File: src/design/gdbd_pkg.sv
`timescale 1ns / 1ps
`default_nettype none
// ----------------------------------------------------------------------------
// gdbd_pkg
// Shared types, constants and calendar tables for the Gregorian day
// difference pipeline.
// ----------------------------------------------------------------------------
package gdbd_pkg;

    // field widths
    localparam int YEAR_W  = 14;
    localparam int MONTH_W = 4;
    localparam int DAY_W   = 5;
    localparam int COUNT_W = 22;
    localparam int STAT_W  = 2;
    localparam int IN_W    = 48;
    localparam int OUT_W   = 24;

    // year / 100 by reciprocal: exact for every 14-bit year
    localparam int RECIP       = 5243;
    localparam int RECIP_SHIFT = 19;
    localparam int PROD_W      = 27;
    localparam int CENT_W      = PROD_W - RECIP_SHIFT;

    // day-of-year offset width and day number pieces
    localparam int DOY_W = 9;
    localparam int ADJ_W = 13;

    localparam int YEAR_MIN = 1;
    localparam int YEAR_MAX = 9999;
    localparam int MONTH_MAX = 12;
    localparam int CENTURY   = 100;
    localparam int YEAR_DAYS = 365;

    localparam logic [MONTH_W-1:0] FEBRUARY  = 4'd2;
    localparam logic [MONTH_W-1:0] APRIL     = 4'd4;
    localparam logic [MONTH_W-1:0] JUNE      = 4'd6;
    localparam logic [MONTH_W-1:0] SEPTEMBER = 4'd9;
    localparam logic [MONTH_W-1:0] NOVEMBER  = 4'd11;

    // result status codes
    localparam logic [STAT_W-1:0] ST_OK      = 2'd0;
    localparam logic [STAT_W-1:0] ST_ORDER   = 2'd1;
    localparam logic [STAT_W-1:0] ST_INVALID = 2'd2;

    // per-stage load enables, stage a is the input register
    typedef struct packed {
        logic ld_a;
        logic ld_b;
        logic ld_c;
        logic ld_d;
        logic ld_e;
        logic ld_f;
    } gdbd_en_t;

    // days before the first of a month, month given as 1..12
    function automatic logic [DOY_W-1:0] days_before(input logic [MONTH_W-1:0] m);
        logic [DOY_W-1:0] r;
        begin
            case (m)
                4'd1:    r = 9'd0;
                4'd2:    r = 9'd31;
                4'd3:    r = 9'd59;
                4'd4:    r = 9'd90;
                4'd5:    r = 9'd120;
                4'd6:    r = 9'd151;
                4'd7:    r = 9'd181;
                4'd8:    r = 9'd212;
                4'd9:    r = 9'd243;
                4'd10:   r = 9'd273;
                4'd11:   r = 9'd304;
                4'd12:   r = 9'd334;
                default: r = 9'd0;
            endcase
            return r;
        end
    endfunction

    // length of a month in days
    function automatic logic [DAY_W-1:0] month_len(input logic [MONTH_W-1:0] m,
                                                   input logic leap);
        logic [DAY_W-1:0] r;
        begin
            if (m == FEBRUARY) begin
                r = leap ? 5'd29 : 5'd28;
            end else if (m == APRIL || m == JUNE || m == SEPTEMBER || m == NOVEMBER) begin
                r = 5'd30;
            end else begin
                r = 5'd31;
            end
            return r;
        end
    endfunction

endpackage
`default_nettype wire

File: src/design/gdbd_ctrl.sv
`timescale 1ns / 1ps
`default_nettype none
// ----------------------------------------------------------------------------
// gdbd_ctrl
// Valid bits and load enables for the six-stage pipeline. A stage loads
// when it is empty or its contents move on, so bubbles close up under stall.
// ----------------------------------------------------------------------------
module gdbd_ctrl (
    input  wire logic              aclk,
    input  wire logic              aresetn,
    input  wire logic              s_tvalid,
    output logic                   s_tready,
    output logic                   m_tvalid,
    input  wire logic              m_tready,
    output gdbd_pkg::gdbd_en_t     en
);
    import gdbd_pkg::*;

    localparam int NSTG = 6;

    logic [NSTG-1:0] valid_reg;
    logic [NSTG-1:0] valid_next;
    logic [NSTG-1:0] ld;
    logic [NSTG-1:0] feed;

    // ready ripples back from the output register
    always_comb begin
        ld[NSTG-1] = !valid_reg[NSTG-1] || m_tready;
        for (int i = NSTG - 2; i >= 0; i--) begin
            ld[i] = !valid_reg[i] || ld[i+1];
        end
    end

    assign feed = {valid_reg[NSTG-2:0], s_tvalid};

    always_comb begin
        for (int i = 0; i < NSTG; i++) begin
            valid_next[i] = ld[i] ? feed[i] : valid_reg[i];
        end
    end

    always_ff @(posedge aclk) begin
        if (!aresetn) begin
            valid_reg <= '0;
        end else begin
            valid_reg <= valid_next;
        end
    end

    assign s_tready = ld[0];
    assign m_tvalid = valid_reg[NSTG-1];
    assign en = '{ld_a: ld[0], ld_b: ld[1], ld_c: ld[2],
                  ld_d: ld[3], ld_e: ld[4], ld_f: ld[5]};

endmodule
`default_nettype wire

File: src/design/gdbd_date.sv
`timescale 1ns / 1ps
`default_nettype none
// ----------------------------------------------------------------------------
// gdbd_date
// Date check and absolute day number (0001-01-01 is day 1), stages a to e.
// ----------------------------------------------------------------------------
module gdbd_date (
    input  wire logic                         aclk,
    input  wire gdbd_pkg::gdbd_en_t           en,
    input  wire logic [gdbd_pkg::YEAR_W-1:0]  year,
    input  wire logic [gdbd_pkg::MONTH_W-1:0] month,
    input  wire logic [gdbd_pkg::DAY_W-1:0]   day,
    output logic [gdbd_pkg::COUNT_W-1:0]      day_num,
    output logic                              date_ok
);
    import gdbd_pkg::*;

    // stage a: input word
    logic [YEAR_W-1:0]  y_a_reg;
    logic [MONTH_W-1:0] m_a_reg;
    logic [DAY_W-1:0]   d_a_reg;

    // stage b: year / 100 products
    logic [YEAR_W-1:0]  y_b_reg;
    logic [YEAR_W-1:0]  p_b_reg;
    logic [MONTH_W-1:0] m_b_reg;
    logic [DAY_W-1:0]   d_b_reg;
    logic [PROD_W-1:0]  prod_y_b_reg;
    logic [PROD_W-1:0]  prod_p_b_reg;
    logic [YEAR_W-1:0]  p_b_next;

    // stage c: leap flag, centuries, year and month range
    logic [YEAR_W-1:0]  p_c_reg;
    logic [CENT_W-1:0]  qp_c_reg;
    logic [MONTH_W-1:0] m_c_reg;
    logic [DAY_W-1:0]   d_c_reg;
    logic               leap_c_reg;
    logic               ymok_c_reg;
    logic [CENT_W-1:0]  qy_c_next;
    logic               leap_c_next;
    logic               ymok_c_next;

    // stage d: day number in two parts
    logic [COUNT_W-1:0] base_d_reg;
    logic [ADJ_W-1:0]   adj_d_reg;
    logic               ok_d_reg;
    logic [COUNT_W-1:0] base_d_next;
    logic [ADJ_W-1:0]   adj_d_next;
    logic               ok_d_next;

    // stage e: day number
    logic [COUNT_W-1:0] n_e_reg;
    logic               ok_e_reg;

    always_ff @(posedge aclk) begin
        if (en.ld_a) begin
            y_a_reg <= year;
            m_a_reg <= month;
            d_a_reg <= day;
        end
    end

    // multiply by the reciprocal of 100
    assign p_b_next = y_a_reg - YEAR_W'(1);

    always_ff @(posedge aclk) begin
        if (en.ld_b) begin
            y_b_reg      <= y_a_reg;
            p_b_reg      <= p_b_next;
            m_b_reg      <= m_a_reg;
            d_b_reg      <= d_a_reg;
            prod_y_b_reg <= PROD_W'(y_a_reg) * PROD_W'(RECIP);
            prod_p_b_reg <= PROD_W'(p_b_next) * PROD_W'(RECIP);
        end
    end

    // leap year: divisible by 4, and not a century unless divisible by 400
    always_comb begin
        qy_c_next   = prod_y_b_reg[PROD_W-1:RECIP_SHIFT];
        leap_c_next = (y_b_reg[1:0] == 2'b00) &&
                      (({1'b0, y_b_reg} != (YEAR_W+1)'(qy_c_next) * (YEAR_W+1)'(CENTURY)) ||
                       (qy_c_next[1:0] == 2'b00));
        ymok_c_next = (y_b_reg >= YEAR_W'(YEAR_MIN)) && (y_b_reg <= YEAR_W'(YEAR_MAX)) &&
                      (m_b_reg != '0) && (m_b_reg <= MONTH_W'(MONTH_MAX));
    end

    always_ff @(posedge aclk) begin
        if (en.ld_c) begin
            p_c_reg    <= p_b_reg;
            qp_c_reg   <= prod_p_b_reg[PROD_W-1:RECIP_SHIFT];
            m_c_reg    <= m_b_reg;
            d_c_reg    <= d_b_reg;
            leap_c_reg <= leap_c_next;
            ymok_c_reg <= ymok_c_next;
        end
    end

    // p*365 on one side, leap days, month offset and day on the other
    always_comb begin
        base_d_next = COUNT_W'(p_c_reg) * COUNT_W'(YEAR_DAYS);
        adj_d_next  = ADJ_W'(p_c_reg >> 2) - ADJ_W'(qp_c_reg) + ADJ_W'(qp_c_reg >> 2)
                    + ADJ_W'(days_before(m_c_reg))
                    + ADJ_W'(leap_c_reg && (m_c_reg > FEBRUARY))
                    + ADJ_W'(d_c_reg);
        ok_d_next   = ymok_c_reg && (d_c_reg != '0) &&
                      (d_c_reg <= month_len(m_c_reg, leap_c_reg));
    end

    always_ff @(posedge aclk) begin
        if (en.ld_d) begin
            base_d_reg <= base_d_next;
            adj_d_reg  <= adj_d_next;
            ok_d_reg   <= ok_d_next;
        end
    end

    always_ff @(posedge aclk) begin
        if (en.ld_e) begin
            n_e_reg  <= base_d_reg + COUNT_W'(adj_d_reg);
            ok_e_reg <= ok_d_reg;
        end
    end

    assign day_num = n_e_reg;
    assign date_ok = ok_e_reg;

endmodule
`default_nettype wire

File: src/design/gregorian_days_between_dates.sv
`timescale 1ns / 1ps
`default_nettype none
// Datapath: stage a is the input register, stages b to e follow, and stage f drives m_tdata.
// Throughput: one word per cycle while m_tready is high; six register stages, each with its own valid bit.
// Stalls: an empty stage still loads, so bubbles close up while m_tready is low.
// Reset: aresetn (synchronous, active low) clears the valid bits only.
// ----------------------------------------------------------------------------
// gregorian_days_between_dates
// Days from the first Gregorian date to the second, with date checks and
// an order check. Both dates go through their own day number pipeline.
// ----------------------------------------------------------------------------
module gregorian_days_between_dates (
    input  wire logic                        aclk,
    input  wire logic                        aresetn,
    input  wire logic                        s_tvalid,
    output logic                             s_tready,
    // [13:0] first_year, [17:14] first_month, [22:18] first_day,
    // [36:23] second_year, [40:37] second_month, [45:41] second_day,
    // [46] include_first_day, [47] zero
    input  wire logic [gdbd_pkg::IN_W-1:0]   s_tdata,
    output logic                             m_tvalid,
    input  wire logic                        m_tready,
    // [21:0] day_count, [23:22] status
    output logic [gdbd_pkg::OUT_W-1:0]       m_tdata
);
    import gdbd_pkg::*;

    gdbd_en_t           en;
    logic [COUNT_W-1:0] n1;
    logic [COUNT_W-1:0] n2;
    logic               ok1;
    logic               ok2;

    // include-first-day flag rides alongside stages a to e
    logic [4:0]         inc_reg;

    logic [COUNT_W-1:0] count_reg;
    logic [STAT_W-1:0]  status_reg;
    logic [COUNT_W-1:0] count_next;
    logic [STAT_W-1:0]  status_next;

    gdbd_ctrl u_ctrl (
        .aclk     (aclk),
        .aresetn  (aresetn),
        .s_tvalid (s_tvalid),
        .s_tready (s_tready),
        .m_tvalid (m_tvalid),
        .m_tready (m_tready),
        .en       (en)
    );

    gdbd_date u_first (
        .aclk    (aclk),
        .en      (en),
        .year    (s_tdata[13:0]),
        .month   (s_tdata[17:14]),
        .day     (s_tdata[22:18]),
        .day_num (n1),
        .date_ok (ok1)
    );

    gdbd_date u_second (
        .aclk    (aclk),
        .en      (en),
        .year    (s_tdata[36:23]),
        .month   (s_tdata[40:37]),
        .day     (s_tdata[45:41]),
        .day_num (n2),
        .date_ok (ok2)
    );

    always_ff @(posedge aclk) begin
        if (en.ld_a) inc_reg[0] <= s_tdata[46];
        if (en.ld_b) inc_reg[1] <= inc_reg[0];
        if (en.ld_c) inc_reg[2] <= inc_reg[1];
        if (en.ld_d) inc_reg[3] <= inc_reg[2];
        if (en.ld_e) inc_reg[4] <= inc_reg[3];
    end

    // invalid date wins over order; count is zero unless ok
    always_comb begin
        count_next  = '0;
        status_next = ST_OK;
        if (!(ok1 && ok2)) begin
            status_next = ST_INVALID;
        end else if (n1 >= n2) begin
            status_next = ST_ORDER;
        end else begin
            count_next = n2 - n1 + COUNT_W'(inc_reg[4]);
        end
    end

    // output register
    always_ff @(posedge aclk) begin
        if (en.ld_f) begin
            count_reg  <= count_next;
            status_reg <= status_next;
        end
    end

    assign m_tdata = {status_reg, count_reg};

endmodule
`default_nettype wire
File: config.mk
export PLATFORM = sky130hd
export DESIGN_NAME = gregorian_days_between_dates
export DESIGN_NICKNAME = d
export VERILOG_FILES = /design/src/design/gdbd_pkg.sv /design/src/design/gdbd_ctrl.sv /design/src/design/gdbd_date.sv /design/src/design/gregorian_days_between_dates.sv
export SDC_FILE = /design/constraint.sdc
export NUM_CORES = 2
export LEC_CHECK = 0
export ABC_AREA = 1
export BUFFER_PORTS_ARGS = -buffer_cell sky130_fd_sc_hd__buf_4
export CAP_MARGIN = 20
export CELL_PAD_IN_SITES_DETAIL_PLACEMENT = 0
export CELL_PAD_IN_SITES_GLOBAL_PLACEMENT = 1
export CORE_UTILIZATION = 50
export DETAILED_ROUTE_END_ITERATION = 16
export GPL_ROUTABILITY_DRIVEN = 0
export PLACE_DENSITY_LB_ADDON = 0.1
export SETUP_SLACK_MARGIN = 0.15
export SYNTH_ARGS = -nofsm -noshare
export SYNTH_HDL_FRONTEND = slang
export SYNTH_SLANG_ARGS = --single-unit
File: constraint.sdc
create_clock -name aclk -period 8.2 [get_ports aclk]
set_clock_uncertainty 0.1 [all_clocks]
set_input_delay 0 -clock aclk [delete_from_list [all_inputs] [get_ports aclk]]
set_output_delay 0 -clock aclk [all_outputs]
set_load 0.01 [all_outputs]
=== Yosys cells after proc, flatten, opt, wreduce, memory -nomap -nowiden ===
Memories as Yosys holds them, arrays and structs flattened. A register that Yosys moved wholly into a read port is not among the register bits.
Cells that the tools add are included.

* Add/sub/neg operators: 16
* $mul: 8
* Magnitude comparators: 11
* Eq/ne operators: 12
* Mux-type cells: 9
* Bitwise logic cells: 1
* Reduce and logical (&&, ||, !) cells: 44

{| class="wikitable"
|+ Operators with widths
! kind !! count
|-
| multiplier 14 x 13 -> 27 bit, second input constant || 4
|-
| adder 22 x 13 -> 22 bit || 2
|-
| multiplier 14 x 9 -> 22 bit, second input constant || 2
|-
| != test 14 x 15 -> 1 bit || 2
|-
| greater-or-equal comparator 14 x 1 -> 1 bit, second input constant || 2
|-
| <= comparator 14 bit, second input constant || 2
|-
| subtractor 14 x 1 -> 14 bit, second input constant || 2
|-
| adder 13 x 1 -> 13 bit || 2
|-
| adder 13 x 5 -> 13 bit || 2
|-
| adder 13 x 6 -> 13 bit || 2
|-
| adder 13 x 9 -> 13 bit || 2
|-
| multiplier 8 x 5 -> 13 bit, second input constant || 2
|-
| subtractor 12 x 8 -> 13 bit || 2
|-
| adder 22 x 1 -> 22 bit || 1
|-
| greater-or-equal comparator 22 bit || 1
|-
| subtractor 22 bit || 1
|-
| equality test 4 x 3 -> 1 bit, second input constant || 4
|-
| equality test 4 bit, second input constant || 4
|-
| logical AND 1 bit || 15
|-
| logical OR 1 bit || 14
|-
| <= comparator 5 bit || 2
|-
| 2-to-1 mux 5 bit || 2
|-
| nonzero test 5 bit || 2
|-
| equality test 4 x 2 -> 1 bit, second input constant || 2
|-
| other kinds (9) || 25
|}

* Register bits after elaboration: 447
* Bits in read-only memories: 288
* Bits of input ports: 52
* Output and inout bits: 26
* Memories: 2

{| class="wikitable"
|+ Memories
! memory !! depth !! width !! read ports !! clocked after memory_dff !! write ports !! line !! text
|-
| (name not given) || 16 || 9 || 1 || 1 || 0 || gdbd_pkg.sv:60 || <nowiki>case (m)</nowiki>
|-
| (name not given) || 16 || 9 || 1 || 1 || 0 || gdbd_pkg.sv:60 ||
|}

=== Longest topological paths before layout ===
* Depth after elaboration: 8
* Depth in mapped cells: 33
* Depth with buffers taken out: 33

=== Hierarchy ===
From an unflattened synthesis, not the netlist that was laid out.

* Cells, all modules: 4556
* Area total of the unflattened synthesis: 41992.8 µm²

{| class="wikitable"
|+ Modules (own cells, without submodules)
! module !! times used !! cells each !! area an instance (µm²)
|-
| gdbd_date (u_second) || 1 || 2015 || 19214.7
|-
| gdbd_date (u_first) || 1 || 2021 || 19148.4
|-
| gregorian_days_between_dates || 1 || 493 || 3384.5
|-
| gdbd_ctrl || 1 || 27 || 245.2
|}

=== Least setup slack after synthesis ===
No wires, ideal clock.

* Kind: register to register
* From: register u_first.y_a_reg[0]
* To: register u_first.prod_p_b_reg[22] (data pin)
* Setup time: 0.253 ns
* Arrival: 5.438 ns
* Required time: 7.847 ns
* Setup slack: 2.409 ns
* Stages on the path, launching flop included: 32
* Path buffers: 0
* Cell sequence: edfxtp_1 inv_1 ha_1 nand2_1 nand2_1 nand3_1 nand2_1 nand2_1 nand2_1 nand2_1 xor2_1 inv_1 fa_1 inv_1 ha_1 fa_1 inv_1 fa_1 fa_1 inv_1 ha_1 nand2_1 inv_1 nand2_1 nor2_1 nand2_1 o21ai_0 nor2_1 o21ai_0 nand2_1 inv_1 nor2_1

* Cells in the longest elaborated chain, start to end: 2

{| class="wikitable"
|+ Ends and longest elaborated chain
! what !! line !! text
|-
| start, declared || gdbd_date.sv:19 || <nowiki>logic [YEAR_W-1:0] y_a_reg;</nowiki>
|-
| start signal, assigned || gdbd_date.sv:57 || <nowiki>y_a_reg <= year;</nowiki>
|-
| subtractor 14 x 1 -> 14 bit || gdbd_date.sv:64 || <nowiki>assign p_b_next = y_a_reg - YEAR_W'(1);</nowiki>
|-
| via u_first.p_b_next[0] || gdbd_date.sv:30 || <nowiki>logic [YEAR_W-1:0] p_b_next;</nowiki>
|-
| multiplier 14 x 13 -> 27 bit || gdbd_date.sv:73 || <nowiki>prod_p_b_reg <= PROD_W'(p_b_next) * PROD_W'(RECIP);</nowiki>
|-
| end signal, assigned || gdbd_date.sv:73 ||
|-
| end, declared || gdbd_date.sv:29 || <nowiki>logic [PROD_W-1:0] prod_p_b_reg;</nowiki>
|}

The timed path passes the listed nets, and every way through them passes these cells.
A chain may end at the register's enable or synchronous reset.

=== Worst setup path in the final report ===
Ends and elaborated chain as after synthesis.

==> reports/qor.json <==
{
  "unrepaired_setup_endpoints_after_global_routing": {"value": "no"},
  "floorplan.rows": {"value": 105},
  "mappedNetlistArea": {"value": 0.0414, "unit": "mm2"},
  "synth_ff_type": {"value": "edfxtp_1"},
  "post_synthesis_mean_instance_area": {"value": 9.38, "unit": "um2"},
  "setup.reg_to_reg.worst_slack": {"value": 1.52, "unit": "ns"},
  "cts_max_level": {"value": 2},
  "final_cell_mix": {"value": "inv_1 (1114), ha_1 (733), nand2_1 (647)"},
  "timing.slew.headroom": {"value": 0.329},
  "clk_path_buf_depth": {"value": 3},
  "clk_root_buffer_cell": {"value": "clkbuf_16"},
  "synth_cell_types": {"value": 47},
  "grt_antenna_before_repair": {"value": 4},
  "regToRegEndpoint": {"value": "u_first.prod_p_b_reg[22]"},
  "synthToLayoutAreaGrowth": {"value": 10.8, "unit": "%"},
  "pin_count": {"value": 78},
  "dr_total_vias": {"value": 28300},
  "routed_wirelength": {"value": 91700, "unit": "um"},
  "path_class": {"value": "reg2reg"},
  "post_drt_wl_per_cell": {"value": 16.0, "unit": "um"},
  "aggregate_global_route_resource_usage": {"value": 0.227},
  "n_antenna_cell": {"value": 0},
  "overflow": {"value": 0},
  "tritoncts": {"value": "done"},
  "postSynth.asyncResetShare": {"value": 0},
  "die_area": {"value": 0.0839, "unit": "mm2"},
  "grt_first_pass_wirelength": {"value": 150000, "unit": "um"},
  "period_share": {"value": 0.815},
  "worst-slew-pin-transition": {"value": 1.00, "unit": "ns"},
  "initial_drc_count": {"value": 1127},
  "cts_setup_buffers": {"value": 0},
  "path_max_fanout": {"value": 9},
  "seq_area_frac_synth": {"value": 0.276},
  "setup-tns-final": {"value": 0, "unit": "ns"},
  "start_util": {"value": 0.505},
  "clock_latency_on_the_worst_skew_pair": {"value": 0.61, "unit": "ns"},
  "worst_hold_path.endpoint": {"value": "u_second.d_a_reg[3]"},
  "die_w": {"value": 290, "unit": "um"},
  "reg2reg_depth": {"value": 30},
  "max_freq": {"value": 150, "unit": "MHz"},
  "worstHoldPathType": {"value": "in2reg"},
  "layout_commonest_cell": {"value": "inv_1"},
  "post_cts_resized": {"value": 0},
  "detailed_place_hpwl": {"value": 77600, "unit": "um"},
  "report.final.hold_viol_count": {"value": 0},
  "fin_nets": {"value": 5795},
  "drc": {"value": 0},
  "final_antenna_violating_net_count": {"value": 0},
  "max_cap_viol_count": {"value": 0},
  "detailedRoute.firstPassIterationCount": {"value": 7},
  "timing.hold.worst.start": {"value": "s_tdata[44]"},
  "cp-end-kind": {"value": "flip-flop"},
  "timing.final.max_slew_violations": {"value": 0},
  "cts_buffers": {"value": 46},
  "clock_transition_at_path_regs": {"value": 0.06, "unit": "ns"},
  "crit-reg2reg-launch": {"value": "u_first.y_a_reg[0]"},
  "first_global_vias": {"value": 28900},
  "cp.arrival": {"value": 6.92, "unit": "ns"},
  "grt_start_max_net_pins": {"value": 60},
  "post_synth_edffs": {"value": 365},
  "crit_path_max_incr_delay": {"value": 0.60, "unit": "ns"},
  "cell_repeated_most_along_the_worst_path": {"value": "nand2_1"},
  "critPathSlowestCell": {"value": "edfxtp_1"},
  "final-setup-viol-count": {"value": 0},
  "mappedNetlistNets": {"value": 5578},
  "status": {"value": "finished clean"},
  "die_height": {"value": 290, "unit": "um"},
  "synthCells": {"value": 4412},
  "synth.ff_latch_count": {"value": 389},
  "worst_setup_start_kind": {"value": "flip-flop"},
  "core_footprint": {"value": 0.0820, "unit": "mm2"},
  "io_buffers": {"value": 76},
  "worst_hold_path.num_cells": {"value": 2},
  "share_of_layout_cells_above_drive_strength_1": {"value": 0.0411},
  "yosysWarnings": {"value": 0},
  "vias_per_cell": {"value": 4.93},
  "worstPathRequired": {"value": 8.44, "unit": "ns"},
  "cts_num_sinks": {"value": 389},
  "fin_worst_hold_slack": {"value": 0.0461, "unit": "ns"},
  "layout.core_utilization": {"value": 0.559},
  "final_period_minus_worst_setup_slack": {"value": 6.68, "unit": "ns"}
}
==> synth_stat cells, types with 2 or more instances <==
cell type / number / area share
o211ai_1: 3 / 0.00054
o21ai_1: 6 / 0.00073
nand2_1: 648 / 0.059
nor2_1: 224 / 0.020
nor3_1: 45 / 0.0054
inv_1: 1116 / 0.10
nand3_1: 169 / 0.020
nand4_1: 59 / 0.0089
nor2_4: 2 / 0.00054
and2_1: 2 / 0.00030
inv_2: 2 / 0.00018
ha_1: 733 / 0.22
nor4_1: 10 / 0.0015
a31oi_1: 10 / 0.0015
xor2_1: 99 / 0.021
buf_2: 2 / 0.00024
o21ai_0: 108 / 0.013
nand2_2: 2 / 0.00030
xor2_2: 2 / 0.00079
o21ai_4: 2 / 0.00079
o22ai_1: 3 / 0.00045
and3_1: 4 / 0.00060
fa_1: 381 / 0.18
o21bai_1: 23 / 0.0042
o221a_2: 2 / 0.00054
o21a_1: 11 / 0.0020
a21oi_1: 213 / 0.026
nand3_2: 2 / 0.00048
o21ai_2: 6 / 0.0013
a211oi_1: 4 / 0.00073
o31ai_1: 5 / 0.00091
dfxtp_1: 24 / 0.012
nand3b_1: 10 / 0.0018
a21boi_0: 8 / 0.0015
or2_2: 9 / 0.0014
edfxtp_1: 365 / 0.26
a21o_1: 33 / 0.0060
xnor2_1: 55 / 0.012
a22oi_1: 2 / 0.00036
==> worst max-delay path, delay by kind of cell, from the launching register on <==
family / cells / cell delay, ns
flops: 1 / 0.60
compound gates: 3 / 0.52
buf+inv: 7 / 0.79
fa+ha+maj: 7 / 3.02
simple gates: 12 / 0.96
xor+xnor: 1 / 0.42
==> final cells by class <==
| class | count | area, um2 |
|---|---|---|
| fill | 7603 | 36100 |
| multi-input combinational | 2901 | 25700 |
| sequential | 389 | 11400 |
| inverter | 1118 | 4200 |
| timing repair buffer | 173 | 1530 |
| tap | 1070 | 1340 |
| clock buffer | 52 | 1210 |
| clock inverter | 33 | 403 |
==> cells by family after synthesis <==
group	count (synthesis)	synth area share
flip-flops	389	0.276
adder cells (fa/ha/maj)	1114	0.406
XOR/XNOR	156	0.0334
AND/OR/NAND/NOR	1190	0.122
buffers and inverters	1122	0.102
AO/OA/AOI/OAI	441	0.0607
==> routing by layer <==
| metal | part of all wire | vias up | wire [um] | global-route usage |
|---|---|---|---|---|
| met4 | 0.021 | 2 | 1890 | 0.0538 |
| met1 | 0.46 | 13300 | 42600 | 0.309 |
| li1 | - | 14600 | - | - |
| met3 | 0.031 | 88 | 2870 | 0.0224 |
| met2 | 0.48 | 353 | 44400 | 0.389 |
| met5 | 0.00014 | - | 13 | 0 |
==> how the worst max path moves through the flow <==
stage | from | endpoint | slack (ns) | depth (start not counted)
5_1_grt | u_first.y_a_reg[0] | u_first.prod_p_b_reg[22] | 0.93 | 30
6_report | u_first.y_a_reg[0] | u_first.prod_p_b_reg[22] | 1.52 | 30
3_3_place_gp | u_first.y_a_reg[0] | u_first.prod_p_b_reg[22] | 1.59 | 30
3_5_place_dp | u_first.y_a_reg[0] | u_first.prod_p_b_reg[22] | 1.53 | 30
2_1_floorplan | u_first.y_a_reg[0] | u_first.prod_p_b_reg[22] | 2.41 | 31
4_1_cts | u_first.y_a_reg[0] | u_first.prod_p_b_reg[22] | 1.49 | 30
==> stage by stage <==
| step | instance area [um2] | setup WS (ns) | instances |
|---|---|---|---|
| floorplan | 41400 | 2.41 | 4412 |
| global placement | 43300 | 1.59 | 5560 |
| detailed placement | 43300 | 1.53 | 5560 |
| CTS | 45800 | 1.49 | 5736 |
| global route | 45800 | 0.932 | 5736 |
| finish | 45800 | 1.52 | 5736 |
==> repair_timing <==
| action | CTS | global route |
|---|---|---|
| hold endpoints to repair | 53 | 0 |
| setup endpoints to repair | 0 | 0 |
| hold buffers | 91 | 0 |
Power is left out: the tool's default activity adds up to more than one toggle a clock period on the data nets, which glitch-free logic cannot reach.
